===== config.mk =====
export PLATFORM = sky130hd
export DESIGN_NAME = ldt_resid
export DESIGN_NICKNAME = d
export VERILOG_FILES = /design/src/rtl/ldt_pkg.sv /design/src/rtl/ldt_resid.sv
export SDC_FILE = /design/constraint.sdc
export NUM_CORES = 2
export LEC_CHECK = 0
export BUFFER_PORTS_ARGS = -buffer_cell sky130_fd_sc_hd__buf_2
export CAP_MARGIN = 20
export CORE_MARGIN = 5
export CORE_UTILIZATION = 35
export DETAILED_ROUTE_END_ITERATION = 8
export MAX_ROUTING_LAYER = met4
export PLACE_DENSITY = 0.51
export SLEW_MARGIN = 20
export SYNTH_ARGS = -nofsm -noshare
export SYNTH_HDL_FRONTEND = slang
export SYNTH_SLANG_ARGS = --single-unit

===== constraint.sdc =====
create_clock -name clock -period 11.75 [get_ports clock]
set_input_delay 1.175 -clock clock [delete_from_list [all_inputs] [get_ports clock]]
set_output_delay 1.175 -clock clock [all_outputs]
set_load 0.05 [all_outputs]

===== src/rtl/ldt_pkg.sv =====
// ----------------------------------------------------------------------------
// ldt_pkg
// Types and constants of the linear detrend engine.
// ----------------------------------------------------------------------------
package ldt_pkg;

   localparam int MAX_SAMPLES = 4096;
   localparam int SAMPLE_BITS = 24;
   localparam int FRAC_BITS   = 16;

   localparam int IDX_W    = $clog2(MAX_SAMPLES);
   localparam int CNT_W    = IDX_W + 1;
   localparam int SUM_W    = 37;
   localparam int SUMIW_W  = 49;
   localparam int MEAN_W   = 41;
   localparam int SLOPE_W  = 48;
   localparam int RES_W    = 25;
   localparam int K_W      = CNT_W + 1;
   localparam int DIV_W    = 70;
   localparam int DEN_W    = 37;
   localparam int DCNT_W   = $clog2(DIV_W);

   localparam logic CMD_LOAD  = 1'b0;
   localparam logic CMD_FETCH = 1'b1;

   localparam logic [47:0] RES_MAX     = 48'd16777215;
   localparam logic [47:0] RES_MIN_MAG = 48'd16777216;

   typedef struct packed {
      logic                           command;
      logic signed [SAMPLE_BITS-1:0]  sample;
      logic                           last;
   } ldt_req_type;

   typedef struct packed {
      logic signed [RES_W-1:0] residual;
      logic                    last_res;
      logic                    available;
   } ldt_rsp_type;

   typedef struct packed {
      logic              go;
      logic [DIV_W-1:0]  dividend;
      logic [DEN_W-1:0]  divisor;
   } ldt_div_req_type;

   typedef struct packed {
      logic              done;
      logic [DIV_W-1:0]  quotient;
   } ldt_div_rsp_type;

endpackage


===== src/rtl/ldt_resid.sv =====
// ----------------------------------------------------------------------------
// ldt_resid
// Residual datapath: registered slope product, then fit removal, rounding
// and saturation.
// ----------------------------------------------------------------------------
module ldt_resid (
   input  logic                                    clock,
   input  logic                                    step,
   input  logic signed [ldt_pkg::SAMPLE_BITS-1:0]  sample,
   input  logic signed [ldt_pkg::K_W-1:0]          offset,
   input  logic signed [ldt_pkg::MEAN_W-1:0]       mean,
   input  logic signed [ldt_pkg::SLOPE_W-1:0]      slope,
   output logic signed [ldt_pkg::RES_W-1:0]        residual
);

   localparam int PROD_W = ldt_pkg::SLOPE_W + ldt_pkg::K_W;

   logic signed [PROD_W-1:0]               prod_ff;
   logic signed [ldt_pkg::SAMPLE_BITS-1:0] y_ff;
   logic [63:0] fit2;
   logic [63:0] yv;
   logic [63:0] r;
   logic [63:0] mag;
   logic [63:0] rnd;
   logic [47:0] q;
   logic        neg;

   always_ff @(posedge clock) begin
      if (step) begin
         prod_ff <= slope * offset;
         y_ff    <= sample;
      end
   end

   always_comb begin
      fit2 = {{(64-ldt_pkg::MEAN_W-1){mean[ldt_pkg::MEAN_W-1]}}, mean, 1'b0}
           + {{(64-PROD_W){prod_ff[PROD_W-1]}}, prod_ff};
      yv   = {{(64-ldt_pkg::SAMPLE_BITS-ldt_pkg::FRAC_BITS-1){y_ff[ldt_pkg::SAMPLE_BITS-1]}},
              y_ff, {(ldt_pkg::FRAC_BITS+1){1'b0}}};
      r    = yv - fit2;
      neg  = r[63];
      mag  = neg ? (64'd0 - r) : r;
      rnd  = {1'b0, mag[63:1]} + (64'd1 << (ldt_pkg::FRAC_BITS - 1));
      q    = rnd[ldt_pkg::FRAC_BITS +: 48];
      if (neg) begin
         if (q > ldt_pkg::RES_MIN_MAG) begin
            residual = ldt_pkg::RES_W'(25'd0 - ldt_pkg::RES_MIN_MAG[ldt_pkg::RES_W-1:0]);
         end else begin
            residual = ldt_pkg::RES_W'(25'd0 - q[ldt_pkg::RES_W-1:0]);
         end
      end else begin
         if (q > ldt_pkg::RES_MAX) begin
            residual = ldt_pkg::RES_MAX[ldt_pkg::RES_W-1:0];
         end else begin
            residual = q[ldt_pkg::RES_W-1:0];
         end
      end
   end

endmodule


==> impl.org <==
** Global route
- Global-route wire length before repair :: 163000 um
- Maximum number of pins on one net before global-route repair :: 77
- The number of global-route vias before repair was 28400.
- Initial antenna violation count :: 5
- Residual overflow from global routing :: 0
- Across every metal layer, demand over resource in global routing totals 0.196.

** Worst hold path
- Cell depth of the worst hold path :: 1
- Worst min-delay path category :: primary input to flip-flop

** STA
- For the pin with the worst max-slew slack, the measured transition is 1.12 ns.
- Of the available clock period, the critical path in the final layout requires 0.902.
- Setup repair after global routing left no endpoint under its margin.
- The count of endpoints failing hold in the final timing report was 0.
- Setup violations remaining at the end of the flow were counted as 0.
- Headroom to the max-slew limit came out at 0.253.
- The number of pins exceeding their max-slew limit in the final report was 0.
- Summed negative setup slack over all endpoints :: 0 ns
- Maximum clock frequency :: 94.3 MHz
- The worst path needs 10.60 ns of the cycle, external delays included.

** CTS
- TritonCTS built the clock tree.
- Clock buffer count from CTS :: 9
- Count of hold-fix buffers inserted at cts :: 0
- In this run the post-CTS setup repair buffer count came out at 0.
- Clock-pin transition on the worst setup and hold timing paths :: 0.07 ns
- The longest clock path from root to sink contains 2 buffers.
- The number of gates resized after CTS was 0.
- The clock net in this run drives a total of 86 sinks.
- The H-tree was split into 3 levels.
- CTS root buf :: sky130_fd_sc_hd__clkbuf_16

** Critical path
- In this design, the stage delay of the slowest critical-path cell is 0.63 ns.
- Startpoint class of the critical path :: primary input
- Critical path arrival :: 9.43 ns
- The worst setup path is of the primary input to output pin kind.
- Of all nets on the critical path, the largest fanout is 13.
- Crit end category :: output pin
- Max stage delay cell, worst path :: sky130_fd_sc_hd__or4b_1
- STA puts the critical path data required time at 10.58 ns.

** Final layout
- Antenna Diode Count :: 0
- Of the cells placed in the final design, the portion with a size suffix greater than 1 is 0.0714.
- Number of filler cells placed in the layout :: 10300
- Final-stage net count :: 4938
- Post-synthesis to final-layout area growth :: 5.96%

** Floorplanning
- The floorplan step defined a die boundary enclosing 106000 um^2.
- Die extent in x :: 325 um
- Initial Utilization :: 0.353
- In this run the standard cell core region covers 98400 um^2.
- For this design the top-level I/O count stands at 154.
- Die span in y :: 325 um
- Placement Rows :: 115

** Logic synthesis
- Top flip-flop cell by instance count after synthesis :: sky130_fd_sc_hd__edfxtp_1
- Most frequent cells after synthesis :: sky130_fd_sc_hd__fa_1 (649), sky130_fd_sc_hd__inv_1 (585), sky130_fd_sc_hd__nand2_1 (499)
- Post-synthesis area per instance :: 8.80 um^2
- Largest cells by area after synthesis :: sky130_fd_sc_hd__fa_1 (37%), sky130_fd_sc_hd__ha_1 (7.8%), sky130_fd_sc_hd__edfxtp_1 (7.4%), sky130_fd_sc_hd__inv_1 (6.3%), sky130_fd_sc_hd__and2_1 (5.4%)
- Post-synthesis instance total :: 3947
- The cell area that synthesis handed to floorplanning was 34700 um^2.
- After synthesis, the netlist uses 119 different library cells.
- Part of the Yosys area used for sequential elements :: 0.0744
- Largest area contributor in the synthesized netlist :: sky130_fd_sc_hd__fa_1
- EDFF count, synth :: 86
- The number of nets handed over by synthesis was 4942.
- The Yosys step of the flow raised 0 warnings.
- Share of async-settable or async-resettable flops after synthesis :: 0
- By instance count, the leading cell after synthesis is sky130_fd_sc_hd__fa_1.
- Synthesis inferred 86 register bits.
- The share of synthesized area in the top cell type comes to 0.374.

** Placed design
- Final weighted congestion of routability-driven global placement :: 0.911
- The count of buffers added on input and output ports is 153.
- Once detailed placement completed, the half-perimeter wirelength came to 83500 um.

** Routing
- Count of unresolved DRC violations after routing :: 0
- Total via count after detailed routing :: 27500
- The routed design has 101000 um of wire.
- In this run, the number of DRC markers left after iteration 0 of detailed routing was 1932.
- Count of nets left with antenna violations after detail routing :: 0
- In the final routed layout, each cell accounts on average for 19.3 um.
- Number of detailed-routing iterations run before antenna repair :: 6
- After detailed routing, the number of vias per cell comes to 5.26.

** Outcome
- The flow ran to the end, and the final reports show no timing, DRC or antenna violations.

** Flow run
- Across the run, the number of max-cap violations was 0.
logic make-up (layout without fill, tap and decap cells):
family / count (synthesis) / after routing / share of synthesized area
DFF: 86 / 86 / 0.0744
and+or+nand+nor: 1409 / 1409 / 0.214
buffers and inverters: 774 / 775 / 0.0858
muxes: 18 / 18 / 0.00541
xor gates and xnor gates: 162 / 162 / 0.0413
AOI/OAI and AO/OA: 632 / 632 / 0.126
adders and majority gates: 866 / 866 / 0.452
worst paths after layout:
| check | from | end | slack [ns] |
|---|---|---|---|
| worst min-delay path | sample[3] | y_ff[3]$_DFFE_PP_ | 0.99 |
| worst max-delay path | mean[40] | residual[5] | 1.15 |
critical path, delay by kind of cell:
kind	cells	cell delay, ns
xor+xnor	2	0.37
fa+ha+maj	3	1.08
compound gates	11	2.57
simple gates	7	2.72
buf+inv	5	1.48
final cells by class:
class	count	area [um^2]	area share
Sequential cell	86	2580	0.0702
Clock buffer	9	225	0.00612
Tap cell	1287	1610	0.0438
Inverter	585	2200	0.0597
Clock inverter	7	80.1	0.00218
Timing Repair Buffer	174	926	0.0252
Multi-Input combinational cell	3087	29200	0.793
through the flow:
stage | utilization | setup slack, ns | std cells | hold WS (ns) | cell area (um^2)
2_1_floorplan | - | 0.0635 | 3947 | 1.27 | 34700
3_3_place_gp | 0.371 | 1.05 | 5219 | 1.35 | 36500
3_5_place_dp | 0.371 | 1.11 | 5219 | 1.35 | 36500
4_1_cts | 0.374 | 1.07 | 5235 | 0.969 | 36800
5_1_grt | 0.374 | 0.257 | 5235 | 0.973 | 36800
6_report | 0.374 | 1.15 | 5235 | 0.991 | 36800
placed cells by master (no fill, tap or decap), drive strengths merged, types with 114 or more instances in the layout:
cell type and n:
nor2 132, ha 217, o21ai 114, fa 649, buf 174, nand2 500
and2 303, xnor2 115, a21oi 151, inv 588
flip-flops by register name, summed over array words and instances (netlist names):
register  flops
y_ff         24
prod_ff      62
per-layer routing:
metal | global-route usage | part of all wire
met2 | 0.285 | 0.42
met1 | 0.300 | 0.51
met4 | 0.0277 | 0.012
met3 | 0.0256 | 0.060
met5 | - | 0
Power is not shown: default switching activity piles up to over one toggle a cycle in this logic, so the estimate is an artifact.
