### src/rtl/ldt_pkg.sv
// ----------------------------------------------------------------------------
// ldt_pkg
// Types and constants of the linear detrend engine.
// ----------------------------------------------------------------------------
package ldt_pkg;

   localparam int MAX_SAMPLES = 4096;
   localparam int SAMPLE_BITS = 24;
   localparam int FRAC_BITS   = 16;

   localparam int IDX_W    = $clog2(MAX_SAMPLES);
   localparam int CNT_W    = IDX_W + 1;
   localparam int SUM_W    = 37;
   localparam int SUMIW_W  = 49;
   localparam int MEAN_W   = 41;
   localparam int SLOPE_W  = 48;
   localparam int RES_W    = 25;
   localparam int K_W      = CNT_W + 1;
   localparam int DIV_W    = 70;
   localparam int DEN_W    = 37;
   localparam int DCNT_W   = $clog2(DIV_W);

   localparam logic CMD_LOAD  = 1'b0;
   localparam logic CMD_FETCH = 1'b1;

   localparam logic [47:0] RES_MAX     = 48'd16777215;
   localparam logic [47:0] RES_MIN_MAG = 48'd16777216;

   typedef struct packed {
      logic                           command;
      logic signed [SAMPLE_BITS-1:0]  sample;
      logic                           last;
   } ldt_req_type;

   typedef struct packed {
      logic signed [RES_W-1:0] residual;
      logic                    last_res;
      logic                    available;
   } ldt_rsp_type;

   typedef struct packed {
      logic              go;
      logic [DIV_W-1:0]  dividend;
      logic [DEN_W-1:0]  divisor;
   } ldt_div_req_type;

   typedef struct packed {
      logic              done;
      logic [DIV_W-1:0]  quotient;
   } ldt_div_rsp_type;

endpackage

### src/rtl/ldt_div.sv
// ----------------------------------------------------------------------------
// ldt_div
// Bit-serial restoring divider, one quotient bit per cycle, rounded half up.
// ----------------------------------------------------------------------------
module ldt_div (
   input  logic                     clock,
   input  logic                     reset,
   input  ldt_pkg::ldt_div_req_type div_req,
   output ldt_pkg::ldt_div_rsp_type div_rsp
);

   logic                              run_ff, run_in;
   logic                              fin_ff, fin_in;
   logic                              done_ff, done_in;
   logic [ldt_pkg::DCNT_W-1:0]        cnt_ff, cnt_in;
   logic [ldt_pkg::DIV_W-1:0]         num_ff, num_in;
   logic [ldt_pkg::DIV_W-1:0]         quo_ff, quo_in;
   logic [ldt_pkg::DEN_W:0]           rem_ff, rem_in;
   logic [ldt_pkg::DEN_W-1:0]         den_ff, den_in;
   logic [ldt_pkg::DEN_W:0]           rem_shift;
   logic                              ge;
   logic                              round_up;

   assign rem_shift = {rem_ff[ldt_pkg::DEN_W-1:0], num_ff[ldt_pkg::DIV_W-1]};
   assign ge        = rem_shift >= {1'b0, den_ff};
   // Round when twice the remainder reaches the divisor.
   assign round_up  = {rem_ff, 1'b0} >= {2'b00, den_ff};

   always_comb begin
      run_in  = run_ff;
      fin_in  = 1'b0;
      done_in = 1'b0;
      cnt_in  = cnt_ff;
      num_in  = num_ff;
      quo_in  = quo_ff;
      rem_in  = rem_ff;
      den_in  = den_ff;
      if (div_req.go) begin
         run_in = 1'b1;
         cnt_in = '0;
         num_in = div_req.dividend;
         den_in = div_req.divisor;
         quo_in = '0;
         rem_in = '0;
      end else if (run_ff) begin
         num_in = {num_ff[ldt_pkg::DIV_W-2:0], 1'b0};
         quo_in = {quo_ff[ldt_pkg::DIV_W-2:0], ge};
         rem_in = ge ? (rem_shift - {1'b0, den_ff}) : rem_shift;
         cnt_in = cnt_ff + 1'b1;
         if (cnt_ff == ldt_pkg::DCNT_W'(ldt_pkg::DIV_W - 1)) begin
            run_in = 1'b0;
            fin_in = 1'b1;
         end
      end else if (fin_ff) begin
         quo_in  = quo_ff + {{(ldt_pkg::DIV_W-1){1'b0}}, round_up};
         done_in = 1'b1;
      end
   end

   always_ff @(posedge clock) begin
      if (reset) begin
         run_ff  <= 1'b0;
         fin_ff  <= 1'b0;
         done_ff <= 1'b0;
         cnt_ff  <= '0;
      end else begin
         run_ff  <= run_in;
         fin_ff  <= fin_in;
         done_ff <= done_in;
         cnt_ff  <= cnt_in;
      end
      num_ff <= num_in;
      quo_ff <= quo_in;
      rem_ff <= rem_in;
      den_ff <= den_in;
   end

   assign div_rsp.done     = done_ff;
   assign div_rsp.quotient = quo_ff;

endmodule

### config.mk
export PLATFORM = sky130hd
export DESIGN_NAME = ldt_div
export DESIGN_NICKNAME = d
export VERILOG_FILES = /design/src/rtl/ldt_pkg.sv /design/src/rtl/ldt_div.sv
export SDC_FILE = /design/constraint.sdc
export NUM_CORES = 1
export LEC_CHECK = 0
export ABC_AREA = 0
export BUFFER_PORTS_ARGS = -buffer_cell sky130_fd_sc_hd__clkbuf_2
export CAP_MARGIN = 20
export CELL_PAD_IN_SITES_DETAIL_PLACEMENT = 2
export CELL_PAD_IN_SITES_GLOBAL_PLACEMENT = 2
export CORE_MARGIN = 5
export CORE_UTILIZATION = 39
export DETAILED_ROUTE_END_ITERATION = 10
export GPL_ROUTABILITY_DRIVEN = 0
export PLACE_DENSITY_LB_ADDON = 0.12
export SLEW_MARGIN = 5
export SYNTH_ARGS = -nofsm -noshare
export SYNTH_HDL_FRONTEND = slang
export SYNTH_SLANG_ARGS = --single-unit
### constraint.sdc
create_clock -name clock -period 7.49 [get_ports clock]
set_clock_uncertainty 0.1 [all_clocks]
set_input_delay 0.749 -clock clock [delete_from_list [all_inputs] [get_ports clock]]
set_output_delay 0.749 -clock clock [all_outputs]
set_load 0.02 [all_outputs]
==> results.yml <==
sta:
  period_minus_slack_ns: 5.635
  hold_viol: 0
  setup_viol_count_final: 0
  setup_ws_ns: 1.855
  grt_setup_unrepaired: "false"
  totalNegativeSetupSlack_ns: 0
  relSlewSlack: 0.3697
  min_period_over_period: 0.7523
  slew_violations: 0
  worstMarginPinSlew_ns: 0.9419
  clock.fmax_ghz: 0.1775
synth:
  synth_compound_area_frac: 0.1673
  yosysTopAreaCell: "edfxtp_1"
  synth_xor_area_frac: 0.04196
  synth_top_area_share: 0.2654
  synthSimpleGateAreaFrac: 0.1654
  synthTopCellsByCount: "125 x nor2_1, 121 x a21oi_1, 118 x dfxtp_1, 107 x edfxtp_1, 91 x nand2_1"
  synth_area_per_cell_um2: 9.539
  ys_ff_latch: 225
  synth_most_common_cell: "nor2_1"
  yosys_warnings: 0
  synth_top_family_by_area: "compound AO/OA/AOI/OAI gates"
  synthMuxAreaShare: 0.07742
  synth_edf_count: 107
  yosysUniqueCellTypes: 72
  synthAdderAreaFrac: 0.04403
  async_flop_share: 0
  syn_inst: 1269
  synthesis.area_mm2: 0.01211
  syn-num-nets: 1421
  netlist_top_cells_area: "edfxtp_1 27%, dfxtp_1 20%, mux2_2 6.4%, a21oi_1 5.0%, ha_1 4.2%"
  synth-seq-area-share: 0.4606
  ys.flop_type: "dfxtp_1"
clocking:
  clock-root-buffer: "clkbuf_16"
  cts_buffers: 27
  cts.sinks: 225
  path_clk_slew_ns: 0.06
  cts_buffer_depth: 3
  h-tree-depth: 1
  cts_tree: "built"
  post_cts_buffers: 0
  postCtsHoldBufs: 0
  clock_latency_ns: 0.53
  cts_resized: 0
setup_path:
  max_stage_delay_ns: 0.60
  ff2ff_path_depth: 20
  r2r_slack_ns: 1.85
  critPathRequiredTime_ns: 7.81
  cpMostUsedCell: "ha_1"
  path_buf_inv: 1
  end_kind: "flop"
  cp_cell_sequence: "inv_1 > ha_1 > nand4_1 > or4_1 > nor4b_1 > nand4_1 > o221ai_1 > nor2_1 > o41ai_1 > ha_1 > ha_1 > nand2_1 > or3_1 > nor3_4 > nand2_2 > or3_1 > nor2_4 > a31oi_1 > or3b_1 > o41ai_1"
  cp_slowest_cell: "or3_1"
  worstPathArrival_ns: 5.95
  cp_max_fo: 10
  crit_family: "simple AND/OR/NAND/NOR gates"
  r2r-start: "den_ff[12]$_DFFE_PP_"
  worstSetupStartpointType: "flop"
  crit_type: "flop to flop"
  r2r-end: "quo_ff[68]$_SDFFE_PP0P_"
floorplan:
  chipHeight_um: 186.2
  rows: 64
  core_region_area_mm2: 0.03059
  die_area_mm2: 0.03466
  pin_count: 181
  die_w_um: 186.2
  start_util: 0.3957
hold_path:
  min-delay-start: "reset"
  hp-class: "input port to flop"
  hold_path_end: "run_ff$_SDFF_PP0_"
  whs_path_depth: 2
layout:
  fill_cells: 3306
  fin_nets: 1571
  area_delta_synth_final_pct: 16.74
  drive_gt1_frac: 0.2224
global_routing:
  grt_max_degree: 86
  track_usage: 0.2091
  grt_pass1_wl_um: 59020
  grt-ovfl-total: 0
  antenna_found_initial: 1
  grt_pass1_vias: 10950
place:
  port_buffers: 180
  dpl.hpwl_um: 26470
  dpl_worst_slack_ns: 1.797
drt:
  avgViaCountPerCell: 5.528
  drt-initial-drc-count: 327
  via_count: 10150
  route.detailed.drc: 0
  ant_nets: 0
  drt_first_pass_iters: 4
  wirelength_um: 37070
  wl_per_cell_um: 20.19
pwr:
  ir_drop_mv: 0.1865
  power_density_mw_per_mm2: 220.2
  p_leak_nw: 5.502
run_status:
  outcome: "finished, final reports clean"
job:
  drv_cap: 0
## logic make-up after synthesis
group                    after synthesis
XOR/XNOR                              58
AO/OA/AOI/OAI                        330
buffers and inverters                124
adder cells (fa/ha/maj)               42
multiplexers                          85
AND/OR/NAND/NOR                      405
flip-flops                           225
## per-stage QoR
step / total power [mW] / area, um^2 / util / hold slack, ns / std cells
final: 3.112 / 14130 / 0.4620 / 0.2885 / 1836
after global routing: 3.262 / 14130 / 0.4620 / 0.2578 / 1836
after CTS: 3.163 / 14130 / 0.4619 / 0.2591 / 1835
after detailed placement: 1.849 / 13250 / 0.4333 / 0.3657 / 1786
after global placement: 1.824 / 13250 / 0.4333 / 0.3594 / 1786
after floorplan: 1.710 / 12110 / - / 0.3443 / 1269
## layout make-up
class / instances / area [um^2] / share of cell area
clock inverters: 9 / 71.32 / 0.005046
multi-input cells: 920 / 6006 / 0.4250
clock buffers: 40 / 804.5 / 0.05693
diodes: 1 / 2.502 / 0.0001771
repair buffers: 186 / 952.2 / 0.06737
inverters: 59 / 221.5 / 0.01567
well taps: 396 / 495.5 / 0.03506
flip-flops and latches: 225 / 5579 / 0.3948
## worst register-to-register path: stages, from the launching register on
cell and delay [ns]:
edfxtp_1 0.33, inv_1 0.04, ha_1 0.43, nand4_1 0.21, or4_1 0.56, nor4b_1 0.29, nand4_1 0.18, o221ai_1 0.21
nor2_1 0.07, o41ai_1 0.13, ha_1 0.32, ha_1 0.18, nand2_1 0.14, or3_1 0.60, nor3_4 0.37, nand2_2 0.14
or3_1 0.49, nor2_4 0.20, a31oi_1 0.10, or3b_1 0.37, o41ai_1 0.08
## worst max-delay path by stage
stage,from,slack [ns],cells past startpoint,endpoint
final,den_ff[12]$_DFFE_PP_,1.85,20,quo_ff[68]$_SDFFE_PP0P_
after detailed placement,den_ff[12]$_DFFE_PP_,1.80,20,quo_ff[68]$_SDFFE_PP0P_
after CTS,den_ff[12]$_DFFE_PP_,1.77,20,quo_ff[68]$_SDFFE_PP0P_
after global placement,den_ff[12]$_DFFE_PP_,2.04,20,quo_ff[68]$_SDFFE_PP0P_
after floorplan,den_ff[12]$_DFFE_PP_,2.79,23,quo_ff[68]$_SDFFE_PP0P_
after global routing,den_ff[13]$_DFFE_PP_,1.41,20,quo_ff[68]$_SDFFE_PP0P_
## registers in the layout, summed over array words and instances (netlist names)
register / flops
done_ff: 1
rem_ff: 38
den_ff: 37
fin_ff: 1
num_ff: 70
quo_ff: 70
cnt_ff: 7
run_ff: 1
## report_power, final
part | total (mW) | switching (mW) | internal, mW
clock | 1.29 | 0.518 | 0.772
combinational | 0.405 | 0.240 | 0.165
sequential | 1.42 | 0.0427 | 1.37
## layout by cell type (no fill, tap or decap), types with 5 or more instances in the layout
| cell type | netlist | final |
|---|---|---|
| a21o_1 | 11 | 11 |
| dfxtp_1 | 118 | 117 |
| nor2_1 | 125 | 125 |
| nand2_1 | 91 | 91 |
| clkbuf_2 | 0 | 179 |
| clkbuf_8 | 0 | 8 |
| nand3_1 | 48 | 48 |
| nand4_1 | 21 | 21 |
| nor3b_1 | 6 | 6 |
| nor2b_1 | 9 | 9 |
| a211oi_1 | 32 | 32 |
| inv_1 | 59 | 57 |
| o21ai_1 | 19 | 19 |
| or3_1 | 13 | 13 |
| clkbuf_16 | 0 | 27 |
| xor2_1 | 28 | 28 |
| mux2i_1 | 16 | 16 |
| and3_1 | 13 | 13 |
| a21oi_1 | 121 | 121 |
| o21bai_1 | 10 | 10 |
| a311oi_1 | 5 | 5 |
| ha_1 | 41 | 41 |
| xnor2_1 | 30 | 30 |
| clkinv_2 | 0 | 5 |
| o21ai_0 | 64 | 64 |
| mux2_2 | 69 | 69 |
| nor3_1 | 32 | 32 |
| a32oi_1 | 8 | 8 |
| buf_4 | 3 | 6 |
| o21a_1 | 6 | 6 |
| nand2b_1 | 11 | 11 |
| o211ai_1 | 20 | 20 |
| clkbuf_1 | 36 | 5 |
| edfxtp_1 | 107 | 107 |
| and4_1 | 5 | 5 |
## routing by layer
layer | part of all wire | up-vias | global-route usage
li1 | - | 4939 | -
met1 | 0.43 | 5020 | 0.2656
met2 | 0.51 | 148 | 0.3787
met3 | 0.037 | 42 | 0.03073
met4 | 0.020 | 0 | 0.04459
met5 | 0 | - | 0
Note: power is estimated with default switching activity, not from simulation.
